==> config.mk <==
export PLATFORM = sky130hd
export DESIGN_NAME = sd_card_command_responder_flat
export DESIGN_NICKNAME = d
export VERILOG_FILES = /design/src/sv/sdcr_pkg.sv /design/src/sv/sdcr_if.sv /design/src/sv/sd_card_command_responder.sv /design/src/sv/sdcr_cfg_regs.sv /design/src/sv/sdcr_decode.sv /design/src/flat_wrapper.sv
export SDC_FILE = /design/constraint.sdc
export NUM_CORES = 1
export LEC_CHECK = 0
export ABC_CLOCK_PERIOD_IN_PS = 3800
export BUFFER_PORTS_ARGS = -buffer_cell sky130_fd_sc_hd__buf_2
export CAP_MARGIN = 20
export CORE_ASPECT_RATIO = 0.8
export CORE_MARGIN = 5
export CORE_UTILIZATION = 40
export DETAILED_ROUTE_END_ITERATION = 12
export PLACE_DENSITY = 0.69
export SETUP_SLACK_MARGIN = 0.05
export SYNTH_ARGS = -nofsm -noshare
export SYNTH_HDL_FRONTEND = slang
export SYNTH_SLANG_ARGS = --single-unit
==> constraint.sdc <==
create_clock -name clk -period 3.8 [get_ports clk]
set_input_delay 0.38 -clock clk [delete_from_list [all_inputs] [get_ports clk]]
set_output_delay 0.38 -clock clk [all_outputs]
set_load 0.05 [all_outputs]
==> src/sv/sdcr_pkg.sv <==
// Shared types, codes and constants of the SD card command responder.
`default_nettype none

package sdcr_pkg;

    // Card states, one-hot.
    typedef enum logic [6:0] {
        CS_IDLE        = 7'b0000001,
        CS_IDENT       = 7'b0000010,
        CS_STANDBY     = 7'b0000100,
        CS_TRANSFER    = 7'b0001000,
        CS_SENDING     = 7'b0010000,
        CS_RECEIVING   = 7'b0100000,
        CS_PROGRAMMING = 7'b1000000
    } card_state_t;

    // Kind of response selected by the decoder.
    typedef enum logic [2:0] {
        RK_NONE   = 3'd0,
        RK_STATUS = 3'd1,
        RK_CID    = 3'd2,
        RK_CSD    = 3'd3,
        RK_OCR    = 3'd4,
        RK_RCA    = 3'd5,
        RK_ECHO   = 3'd6
    } rsp_kind_t;

    // Command indexes.
    localparam logic [5:0] CMD_GO_IDLE      = 6'd0;
    localparam logic [5:0] CMD_ALL_SEND_CID = 6'd2;
    localparam logic [5:0] CMD_SEND_RCA     = 6'd3;
    localparam logic [5:0] CMD_SWITCH       = 6'd6;
    localparam logic [5:0] CMD_SELECT       = 6'd7;
    localparam logic [5:0] CMD_SEND_IF_COND = 6'd8;
    localparam logic [5:0] CMD_SEND_CSD     = 6'd9;
    localparam logic [5:0] CMD_SEND_CID     = 6'd10;
    localparam logic [5:0] CMD_STOP         = 6'd12;
    localparam logic [5:0] CMD_SEND_STATUS  = 6'd13;
    localparam logic [5:0] CMD_READ_SINGLE  = 6'd17;
    localparam logic [5:0] CMD_READ_MULTI   = 6'd18;
    localparam logic [5:0] CMD_WRITE_SINGLE = 6'd24;
    localparam logic [5:0] CMD_WRITE_MULTI  = 6'd25;
    localparam logic [5:0] CMD_ERASE_START  = 6'd32;
    localparam logic [5:0] CMD_ERASE_END    = 6'd33;
    localparam logic [5:0] CMD_ERASE        = 6'd38;
    localparam logic [5:0] CMD_APP          = 6'd55;
    localparam logic [5:0] ACMD_BUS_WIDTH   = 6'd6;
    localparam logic [5:0] ACMD_OP_COND     = 6'd41;

    // Configuration register indexes.
    localparam int unsigned CFG_IDX_W = 2;
    localparam logic [CFG_IDX_W-1:0] CFG_HIGH_CAPACITY = 2'd0;
    localparam logic [CFG_IDX_W-1:0] CFG_RCA           = 2'd1;
    localparam logic [CFG_IDX_W-1:0] CFG_CARD_SIZE     = 2'd2;

    // Transfer kinds.
    localparam logic [1:0] XFER_NONE  = 2'd0;
    localparam logic [1:0] XFER_READ  = 2'd1;
    localparam logic [1:0] XFER_WRITE = 2'd2;

    // Response lengths in bytes.
    localparam logic [4:0] LEN_NONE  = 5'd0;
    localparam logic [4:0] LEN_SHORT = 5'd4;
    localparam logic [4:0] LEN_LONG  = 5'd16;

    // Status, OCR, CID and CSD contents.
    localparam int unsigned STATUS_APP_CMD_BIT = 5;
    localparam int unsigned STATUS_READY_BIT   = 8;
    localparam logic [31:0] OCR_BUSY   = 32'h8000_0000;
    localparam logic [31:0] OCR_CCS    = 32'h4000_0000;
    localparam logic [31:0] CID_WORD0  = 32'h0000_018C;
    localparam logic [31:0] CID_WORD1  = 32'h7500_0000;
    localparam logic [31:0] CID_WORD2  = 32'h6D38_656D;
    localparam logic [31:0] CSD_WORD0  = 32'h0002_4000;
    localparam logic [31:0] CSD_WORD2  = 32'h3200_0900;
    localparam logic [31:0] CSD_WORD3  = 32'h0040_0000;
    localparam int unsigned BLOCK_SHIFT = 9;

    typedef struct packed {
        logic        high_capacity;
        logic [15:0] relative_card_address;
        logic [21:0] card_size;
    } cfg_t;

    typedef struct packed {
        card_state_t card_state;
        logic        waiting_app_command;
        logic [31:0] check_pattern;
    } card_ctx_t;

    typedef struct packed {
        logic [4:0]  response_bytes;
        logic [31:0] resp_word0;
        logic [31:0] resp_word1;
        logic [31:0] resp_word2;
        logic [31:0] resp_word3;
        logic [1:0]  transfer_kind;
        logic [40:0] data_offset;
    } result_t;

endpackage

`default_nettype wire

==> src/sv/sdcr_if.sv <==
// Handshake channel interfaces: command requests, responses and configuration writes.
`default_nettype none

interface sdcr_cmd_if;
    logic        valid;
    logic        ready;
    logic [5:0]  command;
    logic [31:0] argument;

    modport source (output valid, output command, output argument, input ready);
    modport sink (input valid, input command, input argument, output ready);
endinterface

interface sdcr_rsp_if;
    logic        valid;
    logic        ready;
    logic [4:0]  response_bytes;
    logic [31:0] resp_word0;
    logic [31:0] resp_word1;
    logic [31:0] resp_word2;
    logic [31:0] resp_word3;
    logic [1:0]  transfer_kind;
    logic [40:0] data_offset;

    modport source (output valid, output response_bytes, output resp_word0,
                    output resp_word1, output resp_word2, output resp_word3,
                    output transfer_kind, output data_offset, input ready);
    modport sink (input valid, input response_bytes, input resp_word0,
                  input resp_word1, input resp_word2, input resp_word3,
                  input transfer_kind, input data_offset, output ready);
endinterface

interface sdcr_cfg_if;
    logic                           valid;
    logic                           ready;
    logic [sdcr_pkg::CFG_IDX_W-1:0] index;
    logic [31:0]                    data;

    modport source (output valid, output index, output data, input ready);
    modport sink (input valid, input index, input data, output ready);
endinterface

`default_nettype wire

==> src/sv/sd_card_command_responder.sv <==
// Top level of the SD card command responder: request register, decoder and response register.
//
// The host side pushes command requests (command index and 32-bit argument) on
// the cmd channel; each accepted request yields exactly one response on the
// rsp channel, in order. The response carries the response length (0, 4 or
// 16 bytes), four response words, the data transfer kind and the byte offset
// of a data command. The cfg channel writes the high capacity flag, the
// relative card address and the card size; it is always ready and should
// only be written while no request is in flight.
// An accepted request is held in the request register while the decoder feeds
// the response register, from which the response is offered on rsp.
// Throughput is one request per cycle while the receiver does not stall; the
// card state, the CMD55 flag and the CMD8 check pattern are updated in the
// same cycle a request moves into the response register, so back-to-back
// requests see each other's effects.
// When the receiver stalls, the response register holds its contents and the
// request register fills; cmd.ready drops only when both are occupied and
// rsp.ready is low. Reset clears both valid flags, returns the card to idle,
// clears the CMD55 flag and check pattern, and restores the configuration.
`default_nettype none

module sd_card_command_responder (
    input  wire logic clk,
    input  wire logic rst_n,
    sdcr_cmd_if.sink  cmd,
    sdcr_rsp_if.source rsp,
    sdcr_cfg_if.sink  cfg
);

    // Configuration values, held in their own register file.
    sdcr_pkg::cfg_t cfg_val;

    // Request register: one command waiting to be decoded.
    logic        req_valid_reg;
    logic [5:0]  req_command_reg;
    logic [31:0] req_argument_reg;

    // Card context carried from one request to the next.
    sdcr_pkg::card_ctx_t ctx_reg;
    sdcr_pkg::card_ctx_t ctx_next;

    // Response register.
    logic              rsp_valid_reg;
    sdcr_pkg::result_t rsp_reg;
    sdcr_pkg::result_t rsp_next;

    logic advance;

    sdcr_cfg_regs u_cfg_regs (
        .clk     (clk),
        .rst_n   (rst_n),
        .cfg     (cfg),
        .cfg_val (cfg_val)
    );

    sdcr_decode u_decode (
        .command  (req_command_reg),
        .argument (req_argument_reg),
        .cfg_val  (cfg_val),
        .ctx      (ctx_reg),
        .ctx_next (ctx_next),
        .result   (rsp_next)
    );

    // The decoded request moves on whenever the response register is free
    // or is being emptied in this cycle.
    assign advance   = req_valid_reg && (!rsp_valid_reg || rsp.ready);
    assign cmd.ready = !req_valid_reg || advance;

    always_ff @(posedge clk or negedge rst_n)
    begin
        if (!rst_n)
        begin
            req_valid_reg <= 1'b0;
        end
        else if (cmd.ready)
        begin
            req_valid_reg <= cmd.valid;
        end
    end

    always_ff @(posedge clk)
    begin
        if (cmd.ready && cmd.valid)
        begin
            req_command_reg  <= cmd.command;
            req_argument_reg <= cmd.argument;
        end
    end

    // Context commits exactly once per request, when its response is stored.
    always_ff @(posedge clk or negedge rst_n)
    begin
        if (!rst_n)
        begin
            ctx_reg.card_state          <= sdcr_pkg::CS_IDLE;
            ctx_reg.waiting_app_command <= 1'b0;
            ctx_reg.check_pattern       <= '0;
        end
        else if (advance)
        begin
            ctx_reg <= ctx_next;
        end
    end

    always_ff @(posedge clk or negedge rst_n)
    begin
        if (!rst_n)
        begin
            rsp_valid_reg <= 1'b0;
        end
        else if (advance)
        begin
            rsp_valid_reg <= 1'b1;
        end
        else if (rsp.ready)
        begin
            rsp_valid_reg <= 1'b0;
        end
    end

    always_ff @(posedge clk)
    begin
        if (advance)
        begin
            rsp_reg <= rsp_next;
        end
    end

    assign rsp.valid          = rsp_valid_reg;
    assign rsp.response_bytes = rsp_reg.response_bytes;
    assign rsp.resp_word0     = rsp_reg.resp_word0;
    assign rsp.resp_word1     = rsp_reg.resp_word1;
    assign rsp.resp_word2     = rsp_reg.resp_word2;
    assign rsp.resp_word3     = rsp_reg.resp_word3;
    assign rsp.transfer_kind  = rsp_reg.transfer_kind;
    assign rsp.data_offset    = rsp_reg.data_offset;

endmodule

`default_nettype wire

==> src/sv/sdcr_cfg_regs.sv <==
// Configuration register file of the SD card command responder.
`default_nettype none

module sdcr_cfg_regs (
    input  wire logic             clk,
    input  wire logic             rst_n,
    sdcr_cfg_if.sink              cfg,
    output sdcr_pkg::cfg_t        cfg_val
);

    sdcr_pkg::cfg_t cfg_reg;

    // Writes are always taken; an index past the last register is dropped.
    assign cfg.ready = 1'b1;
    assign cfg_val   = cfg_reg;

    always_ff @(posedge clk or negedge rst_n)
    begin
        if (!rst_n)
        begin
            cfg_reg.high_capacity         <= 1'b1;
            cfg_reg.relative_card_address <= '0;
            cfg_reg.card_size             <= '0;
        end
        else if (cfg.valid)
        begin
            case (cfg.index)
                sdcr_pkg::CFG_HIGH_CAPACITY: cfg_reg.high_capacity <= cfg.data[0];
                sdcr_pkg::CFG_RCA:           cfg_reg.relative_card_address <= cfg.data[15:0];
                sdcr_pkg::CFG_CARD_SIZE:     cfg_reg.card_size <= cfg.data[21:0];
                default:                     ;
            endcase
        end
    end

endmodule

`default_nettype wire

==> src/sv/sdcr_decode.sv <==
// Command decoder: next card context and response contents for one command.
`default_nettype none

module sdcr_decode (
    input  wire logic [5:0]          command,
    input  wire logic [31:0]         argument,
    input  wire sdcr_pkg::cfg_t      cfg_val,
    input  wire sdcr_pkg::card_ctx_t ctx,
    output sdcr_pkg::card_ctx_t      ctx_next,
    output sdcr_pkg::result_t        result
);

    sdcr_pkg::rsp_kind_t kind;
    logic [1:0]          xfer;
    logic [40:0]         full_offset;

    // Block addressing scales the argument by the 512-byte block size.
    assign full_offset = cfg_val.high_capacity
                       ? {argument, {sdcr_pkg::BLOCK_SHIFT{1'b0}}}
                       : {{sdcr_pkg::BLOCK_SHIFT{1'b0}}, argument};

    always_comb
    begin
        ctx_next = ctx;
        kind     = sdcr_pkg::RK_NONE;
        xfer     = sdcr_pkg::XFER_NONE;
        if (ctx.waiting_app_command)
        begin
            // The flag is consumed by whatever command follows CMD55.
            ctx_next.waiting_app_command = 1'b0;
            case (command)
                sdcr_pkg::ACMD_BUS_WIDTH: kind = sdcr_pkg::RK_STATUS;
                sdcr_pkg::ACMD_OP_COND:   kind = sdcr_pkg::RK_OCR;
                default:                  kind = sdcr_pkg::RK_NONE;
            endcase
        end
        else
        begin
            case (command)
                sdcr_pkg::CMD_GO_IDLE:
                begin
                    ctx_next.card_state = sdcr_pkg::CS_IDLE;
                end
                sdcr_pkg::CMD_ALL_SEND_CID:
                begin
                    ctx_next.card_state = sdcr_pkg::CS_IDENT;
                    kind = sdcr_pkg::RK_CID;
                end
                sdcr_pkg::CMD_SEND_RCA:
                begin
                    ctx_next.card_state = sdcr_pkg::CS_STANDBY;
                    kind = sdcr_pkg::RK_RCA;
                end
                sdcr_pkg::CMD_SELECT:
                begin
                    if (ctx.card_state == sdcr_pkg::CS_STANDBY)
                        ctx_next.card_state = sdcr_pkg::CS_TRANSFER;
                    else if (ctx.card_state == sdcr_pkg::CS_TRANSFER ||
                             ctx.card_state == sdcr_pkg::CS_PROGRAMMING)
                        ctx_next.card_state = sdcr_pkg::CS_STANDBY;
                    kind = sdcr_pkg::RK_STATUS;
                end
                sdcr_pkg::CMD_SEND_IF_COND:
                begin
                    ctx_next.check_pattern = argument;
                    kind = sdcr_pkg::RK_ECHO;
                end
                sdcr_pkg::CMD_SEND_CSD: kind = sdcr_pkg::RK_CSD;
                sdcr_pkg::CMD_SEND_CID: kind = sdcr_pkg::RK_CID;
                sdcr_pkg::CMD_STOP:
                begin
                    if (ctx.card_state == sdcr_pkg::CS_SENDING)
                        ctx_next.card_state = sdcr_pkg::CS_TRANSFER;
                    else if (ctx.card_state == sdcr_pkg::CS_RECEIVING)
                        ctx_next.card_state = sdcr_pkg::CS_PROGRAMMING;
                    kind = sdcr_pkg::RK_STATUS;
                end
                sdcr_pkg::CMD_READ_SINGLE, sdcr_pkg::CMD_READ_MULTI:
                begin
                    if (ctx.card_state == sdcr_pkg::CS_TRANSFER)
                        ctx_next.card_state = sdcr_pkg::CS_SENDING;
                    xfer = sdcr_pkg::XFER_READ;
                    kind = sdcr_pkg::RK_STATUS;
                end
                sdcr_pkg::CMD_WRITE_SINGLE, sdcr_pkg::CMD_WRITE_MULTI:
                begin
                    if (ctx.card_state == sdcr_pkg::CS_TRANSFER)
                        ctx_next.card_state = sdcr_pkg::CS_RECEIVING;
                    xfer = sdcr_pkg::XFER_WRITE;
                    kind = sdcr_pkg::RK_STATUS;
                end
                sdcr_pkg::CMD_SWITCH, sdcr_pkg::CMD_SEND_STATUS,
                sdcr_pkg::CMD_ERASE_START, sdcr_pkg::CMD_ERASE_END,
                sdcr_pkg::CMD_ERASE:
                begin
                    kind = sdcr_pkg::RK_STATUS;
                end
                sdcr_pkg::CMD_APP:
                begin
                    ctx_next.waiting_app_command = 1'b1;
                    kind = sdcr_pkg::RK_STATUS;
                end
                default: kind = sdcr_pkg::RK_NONE;
            endcase
        end
    end

    always_comb
    begin
        result = '0;
        result.transfer_kind = xfer;
        result.data_offset   = (xfer != sdcr_pkg::XFER_NONE) ? full_offset : '0;
        case (kind)
            sdcr_pkg::RK_STATUS:
            begin
                // APP_CMD reflects the flag as it stands after this command.
                result.response_bytes = sdcr_pkg::LEN_SHORT;
                result.resp_word0[sdcr_pkg::STATUS_READY_BIT]   = 1'b1;
                result.resp_word0[sdcr_pkg::STATUS_APP_CMD_BIT] =
                    ctx_next.waiting_app_command;
            end
            sdcr_pkg::RK_CID:
            begin
                result.response_bytes = sdcr_pkg::LEN_LONG;
                result.resp_word0 = sdcr_pkg::CID_WORD0;
                result.resp_word1 = sdcr_pkg::CID_WORD1;
                result.resp_word2 = sdcr_pkg::CID_WORD2;
            end
            sdcr_pkg::RK_CSD:
            begin
                result.response_bytes = sdcr_pkg::LEN_LONG;
                if (cfg_val.high_capacity)
                begin
                    result.resp_word0 = sdcr_pkg::CSD_WORD0;
                    result.resp_word1 = {2'b00, cfg_val.card_size, 8'h00};
                    result.resp_word2 = sdcr_pkg::CSD_WORD2;
                    result.resp_word3 = sdcr_pkg::CSD_WORD3;
                end
            end
            sdcr_pkg::RK_OCR:
            begin
                result.response_bytes = sdcr_pkg::LEN_SHORT;
                result.resp_word0 = sdcr_pkg::OCR_BUSY
                                  | (cfg_val.high_capacity ? sdcr_pkg::OCR_CCS : 32'h0);
            end
            sdcr_pkg::RK_RCA:
            begin
                result.response_bytes = sdcr_pkg::LEN_SHORT;
                result.resp_word0 = {16'h0000, cfg_val.relative_card_address};
            end
            sdcr_pkg::RK_ECHO:
            begin
                result.response_bytes = sdcr_pkg::LEN_SHORT;
                result.resp_word0 = ctx_next.check_pattern;
            end
            default: ;
        endcase
    end

endmodule

`default_nettype wire

==> src/flat_wrapper.sv <==
// flat-port wrapper written by rule: the top's interface ports become plain ports
module sd_card_command_responder_flat 
  (clk, rst_n, cmd_valid, cmd_command, cmd_argument, cmd_ready, rsp_valid, rsp_response_bytes, rsp_resp_word0, rsp_resp_word1, rsp_resp_word2, rsp_resp_word3, rsp_transfer_kind, rsp_data_offset, rsp_ready, cfg_valid, cfg_index, cfg_data, cfg_ready);
  sdcr_cmd_if cmd_i ();
  sdcr_rsp_if rsp_i ();
  sdcr_cfg_if cfg_i ();
  input  wire logic clk;
  input  wire logic rst_n;
  input wire logic [$bits(cmd_i.valid)-1:0] cmd_valid;
  input wire logic [$bits(cmd_i.command)-1:0] cmd_command;
  input wire logic [$bits(cmd_i.argument)-1:0] cmd_argument;
  output wire logic [$bits(cmd_i.ready)-1:0] cmd_ready;
  output wire logic [$bits(rsp_i.valid)-1:0] rsp_valid;
  output wire logic [$bits(rsp_i.response_bytes)-1:0] rsp_response_bytes;
  output wire logic [$bits(rsp_i.resp_word0)-1:0] rsp_resp_word0;
  output wire logic [$bits(rsp_i.resp_word1)-1:0] rsp_resp_word1;
  output wire logic [$bits(rsp_i.resp_word2)-1:0] rsp_resp_word2;
  output wire logic [$bits(rsp_i.resp_word3)-1:0] rsp_resp_word3;
  output wire logic [$bits(rsp_i.transfer_kind)-1:0] rsp_transfer_kind;
  output wire logic [$bits(rsp_i.data_offset)-1:0] rsp_data_offset;
  input wire logic [$bits(rsp_i.ready)-1:0] rsp_ready;
  input wire logic [$bits(cfg_i.valid)-1:0] cfg_valid;
  input wire logic [$bits(cfg_i.index)-1:0] cfg_index;
  input wire logic [$bits(cfg_i.data)-1:0] cfg_data;
  output wire logic [$bits(cfg_i.ready)-1:0] cfg_ready;
  assign cmd_i.valid = cmd_valid;
  assign cmd_i.command = cmd_command;
  assign cmd_i.argument = cmd_argument;
  assign cmd_ready = cmd_i.ready;
  assign rsp_valid = rsp_i.valid;
  assign rsp_response_bytes = rsp_i.response_bytes;
  assign rsp_resp_word0 = rsp_i.resp_word0;
  assign rsp_resp_word1 = rsp_i.resp_word1;
  assign rsp_resp_word2 = rsp_i.resp_word2;
  assign rsp_resp_word3 = rsp_i.resp_word3;
  assign rsp_transfer_kind = rsp_i.transfer_kind;
  assign rsp_data_offset = rsp_i.data_offset;
  assign rsp_i.ready = rsp_ready;
  assign cfg_i.valid = cfg_valid;
  assign cfg_i.index = cfg_index;
  assign cfg_i.data = cfg_data;
  assign cfg_ready = cfg_i.ready;
  sd_card_command_responder u_core (.clk(clk), .rst_n(rst_n), .cmd(cmd_i), .rsp(rsp_i), .cfg(cfg_i));
endmodule
Word-level counts from Yosys, hierarchy flattened --
Cells that the tools add are included.
Storage, ports and cells: RAM bits 0, register bits after elaboration 288, ROM bits 0, logic and storage cells 87, memories kept 0, output and inout bits 179, latch bits 0
Operators by class: div/mod/pow operators 0, order comparisons 0, reductions and logical operators 21, shift operators 0, muxes and demuxes 21, $add $sub $neg 0, $mul 0, bitwise logic cells 1, equal/unequal tests 26
Operators with widths (count):
- case mux 64 bit (2 select lines) | 1
- two-way mux 114 bit | 1
- two-way mux 32 bit | 3
- case mux 23 bit (4 select lines) | 1
- two-way mux 31 bit | 1
- == test 6 x 4 -> 1 bit, second input constant | 5
- == test 6 bit, second input constant | 5
- case mux 5 bit (5 select lines) | 1
- == test 6 x 5 -> 1 bit, second input constant | 4
- case mux 3 bit (5 select lines) | 1
- == test 6 x 2 -> 1 bit, second input constant | 2
- == test 6 x 3 -> 1 bit, second input constant | 2
- OR reduction 12 bit | 1
- OR reduction 2 bit | 6
- case mux 1 bit (5 select lines) | 2
- case mux 2 bit (5 select lines) | 1
- case mux 5 bit (2 select lines) | 1
- == test 3 bit, second input constant | 3
- AND reduction 2 bit | 4
- == test 3 x 2 -> 1 bit, second input constant | 2
- case mux 3 bit (2 select lines) | 1
- two-way mux 1 bit | 4
- case mux 2 bit (2 select lines) | 1
- nonzero test 2 bit | 2
- 11 further kinds | 14

Longest topological paths before layout --
word-level depth 7, mapped depth 8, depth with buffers taken out 5

Hierarchy --
Synthesis repeated with hierarchy kept, for this count alone.
Unflattened totals: cells, all modules 808, area, all modules 12440.7 µm²
By module, submodules not included:
- sd_card_command_responder | instances 1, area each 8175.3 µm², cells each 307, seq. area each 7478.4 µm²
- sdcr_decode | instances 1, area each 2643.8 µm², cells each 415, seq. area each 0.0 µm²
- sdcr_cfg_regs | instances 1, area each 1621.6 µm², cells each 86, seq. area each 977.2 µm²

Worst setup path after synthesis --
No wires, ideal clock.
path kind register to register, start point register u_core.rsp_valid_reg (netlist: u_core.rsp.valid), end point register u_core.ctx_reg[2] (netlist bit), setup time 0.125 ns, stages on the path, launching flop included 6, arrival time 3.855 ns, period minus slack after synthesis 3.980 ns, slack -0.180 ns, cell sequence dfrtp_1 nand2b_1 and2_1 nand2_4 buf_6 mux2_4
Between the ends: word-level cells in the longest chain between the ends 3
RTL lines:
- start: declaration | line sd_card_command_responder.sv:43 | logic rsp_valid_reg;
- start signal: assignment | line sd_card_command_responder.sv:110 | rsp_valid_reg <= 1'b0;
- start signal: assignment | line sd_card_command_responder.sv:114 | rsp_valid_reg <= 1'b1;
- start signal: assignment | line sd_card_command_responder.sv:118 | rsp_valid_reg <= 1'b0;
- logical NOT 1 bit | line sd_card_command_responder.sv:67 | assign advance = req_valid_reg && (!rsp_valid_reg || rsp.ready);
- logical OR 1 bit | line sd_card_command_responder.sv:67
- logical AND 1 bit | line sd_card_command_responder.sv:67
- net u_core.advance | line sd_card_command_responder.sv:47 | logic advance;
- end signal: assignment | line sd_card_command_responder.sv:102 | ctx_reg <= ctx_next;
- end: declaration | line sd_card_command_responder.sv:39 | sdcr_pkg::card_ctx_t ctx_reg;
The timed path passes the listed nets, and every way through them passes these cells. A chain may end at the register's enable or synchronous reset.

==> key figures <==
Worst setup path
  – Crit-path cells: nor4b_4, buf_4, and2_1, mux2i_1, nand2_1, a32o_1
  – Worst path required time: 3980 ps
  – Crit end category: flop
  – Crit. Startpoint: u_core.req_command_reg[3]
  – CP bufs+invs: 1
  – CP top delay family: simple AND/OR/NAND/NOR gates
  – Crit path arrival time: a little under 3000 ps
  – CP max FO: 19
  – Critical Path Max Stage Delay: roughly 730 ps
  – CP startpoint kind: flop
  – Cell with the largest stage delay on the worst path: and2_1
  – Reg-to-Reg Start: u_core.req_command_reg[3]
  – CP Class: flop to flop

Final layout
  – Layout Nets: 815
  – P&R area growth vs syn: 17.64%
  – Layout Utilization: between 40% and 50%
  – Fraction of layout cells with a size suffix above 1: about two fifths
  – Diode count: 0
  – Final cell count without fillers: 1020
  – Max reg flops: 41

CTS
  – Sink Count: 189
  – Post-CTS Setup Inserts: 0
  – CTS Hold Bufs: 0
  – Root Driver: clkbuf_16
  – CTS tree: yes
  – Maximum clock insertion buffer count: 2
  – Cts repair resizes: 0
  – H-tree depth: 4
  – Clk pin slew, worst setup/hold paths: ~80 ps
  – CTS Buf Count: 17
  – Worst skew pair latency: 430 ps

Timing
  – Final Hold Violating Endpoints: 0
  – Slew Viols, Final: 0
  – Clock period minus worst slack: between 2000 and 3000 ps
  – Crit share post-route: a little over 70%
  – Max Clock Skew: ~19 ps
  – Max Freq: about 0.37 GHz
  – Worst Max-Slew Pin Slew: a little under 1000 ps
  – RSZ-0062 raised after global routing: no
  – Final setup violation count: 0
  – Rel. slew slack: 35.88%
  – Setup TNS: 0 ps

Route
  – DR WL/cell: roughly 18 um
  – Antenna Violating Nets Remaining: 0
  – Post-Route WL: between 15 and 20 mm
  – Via density: ~4.7
  – Drt initial violations: approximately 350
  – Post-route DRC violation count: 0
  – Total iterations of the first detailed-routing run: 6
  – Total number of vias: 4840

Logic synthesis
  – Count leader, synth: edfxtp_1
  – Syn. warnings: 0
  – Commonest cells in the netlist: edfxtp_1 (141), buf_4 (78), dfrtp_1 (47), mux2_2 (41), and3_1 (33)
  – Yosys top cell area share: about half
  – Yosys cell types: 58
  – Post-synth top flop: edfxtp_1
  – EDFF count, synth: around 140
  – Synthesized area per cell: around 14 sq um
  – Post-synth top area cell: edfxtp_1
  – Main area contributors after synthesis: edfxtp_1 (51%), dfrtp_1 (14%), buf_4 (7.1%), mux2_2 (5.6%), mux2i_1 (3.3%)
  – Mapped Area: 8235 sq um
  – Seq/Total Area, Yosys: between 60% and 70%
  – #FFs+latches synth: ~190
  – Post-synth ARST share: about a quarter
  – Syn Inst Count: 572

Floorplan
  – Num rows: 47
  – Die width: roughly 170 um
  – Core area: 20460 sq um
  – Die ar.: between 20000 and 25000 sq um
  – Initial Utilization: 40.24%
  – Top Ports: 256
  – Die height: 138.3 um

Global route
  – Vias in the first global route: between 4000 and 5000
  – Largest net degree at the start of global routing: 58
  – Total GRT Usage: 15.39%
  – Initial antenna violation count: 0
  – First-pass GRT wire length: 27.79 mm
  – Gr ovfl total: 0

Placed design
  – Input/output buffers: between 150 and 200
  – Placed insts: 988
  – Final HPWL DP: 12.87 mm
  – Gp weighted congestion: between 0.8 and 0.9

Pwr
  – Worst-case vdd ir drop: about 0.29 mV
  – Cell Pwr Density: around 540 nW/um^2
  – P_leak: about 4.2 nW

Min path
  – Hold WC Path Type: primary input to asynchronous set/reset pin

Status
  – Status: finished, final reports clean

Job
  – Max Cap Violations: 0
[through the flow]
step                      setup slack [ps]  hold WS, ps  power [mW]  cell area (sq um)
after detailed placement              1059        485.0       3.491               9084
final                                 1072        54.87       5.210               9688
after CTS                             1055        68.25       5.275               9688
after floorplan                      994.3        84.41       3.315               8439
after global placement                1091        478.7       3.477               9084
after global routing                 902.2        97.88       5.419               9688
[power by group]
group,internal [mW],switching (mW),leakage [nW]
registers,2.43,0.0995,1.98
clock network,0.933,0.839,0.291
logic,0.230,0.677,1.94
total,3.59,1.62,4.21
[cells in the final DEF (no fill, tap or decap), types with 2 or more instances in the layout]
cell and count:
buf_2 189, edfxtp_1 141, conb_1 56, dfrtp_1 47, mux2_2 41, and3_1 33, nor2_1 28, mux2i_1 27
and2_1 22, clkbuf_16 18, nand2_1 16, a21oi_1 12, a22o_1 9, nor3_1 8, nand2b_1 8, buf_4 7
nand3b_1 5, inv_1 5, nor2b_1 4, o21ai_0 4, mux2_4 4, inv_8 4, a21o_1 3, nand4_1 3
nor3b_1 3, a32o_1 3, clkinv_8 3, inv_2 2, and4_1 2, or3_1 2, mux2_1 2, a22oi_1 2
xnor2_1 2, a221o_1 2, clkinvlp_4 2, inv_6 2
[final cells by class]
cell class	count	area, sq um
multi-input combinational	326	2266
inverter	7	26.28
sequential	189	5436
fill	1852	10780
clock inverter	13	140.1
clock buffer	19	464.2
tap	269	336.6
timing repair buffer	197	1018
[layer usage]
layer / part of all wire (%) / vias up / GRT usage, %
li1: - / 2278 / -
met1: 44 / 2376 / 20.68
met2: 48 / 175 / 24.81
met3: 6.8 / 11 / 3.967
met4: 0.90 / 0 / 4.454
met5: 0 / - / 0
[logic make-up after synthesis]
kind of cell,after synthesis,share of synthesized area (%)
DFF,189,66.01
and+or+nand+nor,142,9.815
other,2,0.09119
AOI/OAI and AO/OA,52,4.893
muxes,74,9.891
buffers and inverters,111,9.085
xor gates and xnor gates,2,0.2127
[worst paths after layout]
| path | endpoint | slack [ps] | depth (start not counted) |
|---|---|---|---|
| min | u_core.u_cfg_regs.cfg_val[35] | 50 | 2 |
| max in group asynchronous | u_core.ctx_reg[32] | 3310 | 2 |
| min reg2reg | u_core.u_cfg_regs.cfg_val[17] | 500 | 1 |
| max | u_core.rsp.resp_word0[7] | 1070 | 6 |
| max reg2reg | u_core.rsp.resp_word0[7] | 1070 | 6 |
| min in group clk | u_core.req_argument_reg[27] | 120 | 1 |
No activity file was read; power rests on OpenSTA's default activity.
